$ cat config.mk
export PLATFORM = sky130hd
export DESIGN_NAME = rpa_ctrl
export DESIGN_NICKNAME = d
export VERILOG_FILES = /design/src/rtl/rpa_pkg.sv /design/src/rtl/rpa_ctrl.sv
export SDC_FILE = /design/constraint.sdc
export NUM_CORES = 1
export LEC_CHECK = 0
export ABC_AREA = 1
export BUFFER_PORTS_ARGS = -buffer_cell sky130_fd_sc_hd__buf_2
export CORE_AREA = 5 5 42 44
export CTS_BUF_LIST = sky130_fd_sc_hd__clkbuf_8 sky130_fd_sc_hd__clkbuf_16
export CTS_CLUSTER_SIZE = 24
export DETAILED_ROUTE_END_ITERATION = 10
export DIE_AREA = 0 0 47 49
export GPL_ROUTABILITY_DRIVEN = 1
export PLACE_DENSITY = 0.59
export REMOVE_ABC_BUFFERS = 1
export SYNTH_ARGS = -nofsm -noshare
export SYNTH_HDL_FRONTEND = slang
export SYNTH_SLANG_ARGS = --single-unit
$ cat constraint.sdc
create_clock -name clk_i -period 0.9 [get_ports clk_i]
set_input_delay 0.09 -clock clk_i [delete_from_list [all_inputs] [get_ports clk_i]]
set_output_delay 0.09 -clock clk_i [all_outputs]
set_load 0.02 [all_outputs]
$ cat src/rtl/rpa_pkg.sv
// Shared opcodes, status codes and controller/datapath handshake types.
package rpa_pkg;

  localparam logic [2:0] OP_ADD_USABLE = 3'd0;
  localparam logic [2:0] OP_RESERVE    = 3'd1;
  localparam logic [2:0] OP_ALLOC      = 3'd2;
  localparam logic [2:0] OP_FREE       = 3'd3;
  localparam logic [2:0] OP_REF        = 3'd4;
  localparam logic [2:0] OP_UNREF      = 3'd5;
  localparam logic [2:0] OP_GETREF     = 3'd6;

  localparam logic [2:0] ST_OK       = 3'd0;
  localparam logic [2:0] ST_NO_MEM   = 3'd1;
  localparam logic [2:0] ST_BOUNDS   = 3'd2;
  localparam logic [2:0] ST_REF_FREE = 3'd3;
  localparam logic [2:0] ST_UNDER    = 3'd4;
  localparam logic [2:0] ST_ZERO     = 3'd5;

  localparam logic [12:0] LIMIT_RESET = 13'd4096;

  typedef struct packed {
    logic clear;   // clearing pass: write one page to used/count 1
    logic start;   // latch a new item
    logic rd;      // read page at pointer
    logic apply;   // update page from read data
    logic take;    // mark page used for an allocated run
    logic finish;  // load result register
  } dp_cmd_t;

  typedef struct packed {
    logic clr_last;
    logic fail;
    logic done;
    logic hit;
    logic take_last;
    logic out_free;
  } dp_sts_t;

endpackage

$ cat src/rtl/rpa_ctrl.sv
// Sequencer for the page allocator: clearing pass, page loops, result hand-off.
module rpa_ctrl (
  input  logic             clk_i,
  input  logic             rst_ni,
  input  logic             req_valid_i,
  output logic             req_ready_o,
  input  rpa_pkg::dp_sts_t sts_i,
  output rpa_pkg::dp_cmd_t cmd_o
);
  import rpa_pkg::*;

  localparam logic [2:0] S_CLEAR = 3'd0;
  localparam logic [2:0] S_IDLE  = 3'd1;
  localparam logic [2:0] S_READ  = 3'd2;
  localparam logic [2:0] S_APPLY = 3'd3;
  localparam logic [2:0] S_TAKE  = 3'd4;
  localparam logic [2:0] S_FIN   = 3'd5;

  logic [2:0] state_q, state_d;

  always_comb begin
    state_d     = state_q;
    cmd_o       = '0;
    req_ready_o = 1'b0;
    case (state_q)
      S_CLEAR: begin
        cmd_o.clear = 1'b1;
        if (sts_i.clr_last) state_d = S_IDLE;
      end
      S_IDLE: begin
        req_ready_o = 1'b1;
        if (req_valid_i) begin
          cmd_o.start = 1'b1;
          state_d     = S_READ;
        end
      end
      S_READ: begin
        if (sts_i.fail || sts_i.done) begin
          state_d = S_FIN;
        end else begin
          cmd_o.rd = 1'b1;
          state_d  = S_APPLY;
        end
      end
      S_APPLY: begin
        cmd_o.apply = 1'b1;
        state_d     = sts_i.hit ? S_TAKE : S_READ;
      end
      S_TAKE: begin
        cmd_o.take = 1'b1;
        if (sts_i.take_last) state_d = S_FIN;
      end
      S_FIN: begin
        if (sts_i.out_free) begin
          cmd_o.finish = 1'b1;
          state_d      = S_IDLE;
        end
      end
      default: state_d = S_IDLE;
    endcase
  end

  always_ff @(posedge clk_i or negedge rst_ni) begin
    if (!rst_ni) begin
      state_q <= S_CLEAR;
    end else begin
      state_q <= state_d;
    end
  end

endmodule

* After elaboration in Yosys (flattened, before gate mapping)
Index checks and enable logic that the tools add are counted.
** Operators by class
- Add/subtract/negate cells :: 0
- $mul :: 0
- Divide/modulo/power cells :: 0
- Magnitude comparators :: 0
- Equality and inequality tests :: 9
- Shift-type cells :: 0
- Mux-type cells :: 17
- Bitwise logic cells :: 0
- Reduce and logical (&&, ||, !) cells :: 3
** Operator list (count)
- $mux 3 :: 6
- $pmux 3 s6 :: 1
- $mux 1 :: 10
- $ne 2x2->1 const B :: 4
- $eq 3x2->1 const B :: 2
- $eq 3x3->1 const B :: 2
- $reduce_and 4->1 :: 1
- $eq 3x1->1 const B :: 1
- $logic_not 3->1 :: 1
- $logic_or 1x1->1 :: 1
** Word-level totals
- Register bits after elaboration :: 3
- Latch bits :: 0
- Bits in writable memories :: 0
- Memory bits (read-only) :: 0
- Input bits :: 9
- Output and inout bits :: 7
- Word-level logic and storage cells :: 30
- Memories kept :: 0

* Depth between registers and ports, before layout
- Depth after elaboration :: 3
- Mapped depth :: 8
- Mapped depth without buffers :: 7

* Worst setup path before layout
OpenSTA, ideal clock, no wires.
- Path type :: flip-flop to output port
- From :: register state_q[2]
- To :: output cmd_o[4] (netlist name)
- Arrival time :: 1078 ps
- Path slack :: -268 ps
- Cell stages (with the launch flop) :: 5
- Cells stage by stage :: dfrtp_1 -> buf_6 -> inv_2 -> nand2_1 -> nor3_1
** RTL lines
- from (decl) :: RTL line rpa_ctrl.sv:19 : logic [2:0] state_q, state_d;
- from (signal assigned) :: RTL line rpa_ctrl.sv:67 : state_q <= state_d;
- to (decl) :: RTL line rpa_ctrl.sv:8 : output rpa_pkg::dp_cmd_t cmd_o

==> out/results.tsv <==
stage	metric	value	unit
run_status	status	finished, violations left	
cells_and_area	Layout Cell Area excl Fill	576	um2
synthesis	sequential share of the synthesized area	24.1	%
floorplan	Die Span X	47	um
cells_and_area	share of layout cells above drive strength 1	64.4	%
synthesis	largest family of logic cells by synthesized area	simple AND/OR/NAND/NOR gates	
global_route	largest net degree at the start of global routing	8	
power	VDD IR-drop max	1.08	mV
global_route	initial antenna violation count	0	
power	Lkg Pwr	0.000310	uW
cts	Clock transition at path regs	0.03	ns
cells_and_area	commonest non-fill, non-tap cell in the layout	buf_2	
cts	Num CTS Buffers	3	
timing	Least-Margin Pin Slew	0.194	ns
timing	Fin. Hold Viols	0	
run_status	failing checks	setup timing	
critical_path	slowest CP cell	dfrtp_2	
drt	Via density	4.20	
critical_path	Critical Path Source Type	flip-flop	
floorplan	Core Area	0.00140	mm2
cts	CTS H-tree depth	1	
flow_run	Max Cap Violations	0	
power	total power	1950	uW
timing	Max Clock Freq	0.814	GHz
placement	port bufs	15	
floorplan	Chip Height	49	um
synthesis	Synth Area in Adders	0	%
synthesis	post-synthesis compound-gate area fraction	5.62	%
timing	final setup vio count	10	
synthesis	multiplexer share of the synthesized area	0	%
synthesis	Cells after Synth	47	
synthesis	Post-Syn Area	312	um2
placement	Placer Congestion	0.671	
critical_path	Worst Path Arrival	1.14	ns
critical_path	Crit path required time	0.81	ns
cells_and_area	Largest regs	state_q: 3 flops	
cts	CTS root buf	clkbuf_8	
worst_hold_path	HP Class	primary input to asynchronous set/reset pin	
synthesis	Synth Warn #	0	
cells_and_area	max reg flops	3	
cells_and_area	Util after Layout	41.1	%
timing	RSZ-0062 raised after global routing	true	
drt	drt first-iter violations	4	
global_route	vias in the first global route	315	
floorplan	die area	0.00230	mm2
critical_path	slowest stage delay, CP	0.46	ns
power	pwr dens	3400	mW/mm2
critical_path	CP Cell Sequence	buf_6, nor3_2, buf_4	
cells_and_area	Layout area overhead	84.7	%
critical_path	Worst Path Max Fanout	7	
critical_path	Setup crit start	state_q[1]$_DFFE_PN0P_	
synthesis	post-synthesis simple-gate area fraction	50.2	%
timing	Slew Viols, Final	0	
drt	Antenna Nets Post-Route	0	
drt	DR WL/cell	9.84	um
drt	WL final	876	um
global_route	first-pass GRT wire length	1250	um
critical_path	crit path kind	flip-flop to primary output	
placement	Post-DP HPWL	615	um
cts	CTS tree	built	
synthesis	Synth area leaders	dfrtp_1, nand2_1, inv_1	
placement	DP Worst Slack	-0.298	ns
cts	clk buf depth	2	
cells_and_area	commonest non-fill, non-tap cells in the layout	buf_2, inv_1, buf_4	
timing	Slew headroom	87.1	%
drt	via count	374	
cells_and_area	nets	83	
cells_and_area	largest reg by FF count	state_q	
floorplan	row count	14	
cts	sink count of the clock tree	3	
cells_and_area	# fillers	157	
timing	Setup Skew	0.00274	ns
floorplan	Starting Density	22.2	%
synthesis	Synth top area share	24.1	%
timing	PnR worst setup slack	-0.329	ns
timing	final critical-path share of the clock period	137	%
synthesis	top cell type by total area after synthesis	dfrtp_1	
floorplan	Ports	16	
global_route	Total GRT Usage	7.61	%
drt	DRC errors left	0	
synthesis	synth unique cells	17	
critical_path	crit path capture type	primary output	
synthesis	#FFs+latches synth	3	
drt	first-pass iteration count of the detailed router	4	
placement	Post-Place Cell Area	414	um2
cts	clk_lat worst skew	0.21	ns
synthesis	synthesized area per cell	6.63	um2
cells_and_area	Antenna Cells	0	
critical_path	R2R Path Start	state_q[2]$_DFFE_PN0P_	
synthesis	xor-xnor portion of the synthesized cell area	0	%
global_route	total global routing overflow	0	
timing	setup TNS	-2.74	ns
timing	crit path time final	1.23	ns
critical path, delay by kind of cell (launching register included):
family | cells | cell delay, ns
buffers and inverters | 2 | 0.31
AND/OR/NAND/NOR | 1 | 0.15
flip-flops | 1 | 0.46
cell usage after synthesis (all sizes together):
| cell type | instances |
|---|---|
| nand2 | 10 |
| nor3 | 4 |
| a21oi | 1 |
| nor2 | 9 |
| buf | 2 |
| o21bai | 1 |
| dfrtp | 3 |
| inv | 10 |
| o21ai | 1 |
| nand3 | 6 |
final timing paths:
path / slack (ns) / cells after the start / to
max: -0.33 / 3 / cmd_o[4]
min: 0.20 / 2 / state_q[0]$_DFFE_PN0P_
max reg2reg: -0.26 / 7 / state_q[2]$_DFFE_PN0P_
min reg2reg: 0.75 / 3 / state_q[2]$_DFFE_PN0P_
max in group asynchronous: 0.58 / 2 / state_q[2]$_DFFE_PN0P_
min in group clk_i: 0.24 / 4 / state_q[1]$_DFFE_PN0P_
metrics by stage:
| stage | hold WS [ns] | std cells |
|---|---|---|
| global route | 0.209 | 89 |
| global placement | -0.113 | 80 |
| floorplan | -0.206 | 45 |
| CTS | 0.198 | 86 |
| finish | 0.202 | 89 |
| detailed placement | -0.111 | 80 |
kinds of logic (layout without fill, tap and decap cells):
| group | after synthesis | in the layout |
|---|---|---|
| flops | 3 | 3 |
| buf+inv | 12 | 38 |
| compound gates | 3 | 3 |
| simple gates | 29 | 29 |
repair_timing:
action	4_1_cts	5_1_grt
resized for setup	18	7
hold buffers	1	0
buffers inserted	1	3
pin swaps	1	5
hold endpoints to repair	3	0
gates cloned	0	0
setup endpoints to repair	10	10
cell type report:
class,count,area [um2],area share (%)
tap,16,20.0,3.48
clock buffer,3,41.3,7.17
timing repair buffer,24,180,31.3
clock inverter,1,3.75,0.652
inverter,10,40.0,6.96
multi-input combinational,32,211,36.7
sequential,3,78.8,13.7
power breakdown:
group	switching, uW	total, uW	internal, uW
Sequential	152	358	206
Combinational	631	1220	591
Clock	84.2	374	290
Total	867	1950	1090
routing by layer:
layer | wire [um] | vias up | global-route usage, % | part of all wire, %
met3 | 54 | 0 | 4.43 | 6.2
met4 | 0 | 0 | 2.76 | 0
met2 | 504 | 11 | 11.8 | 58
met1 | 317 | 167 | 8.37 | 36
met5 | 0 | - | 0 | 0
li1 | - | 196 | - | -
(Power assumes the default switching activity.)
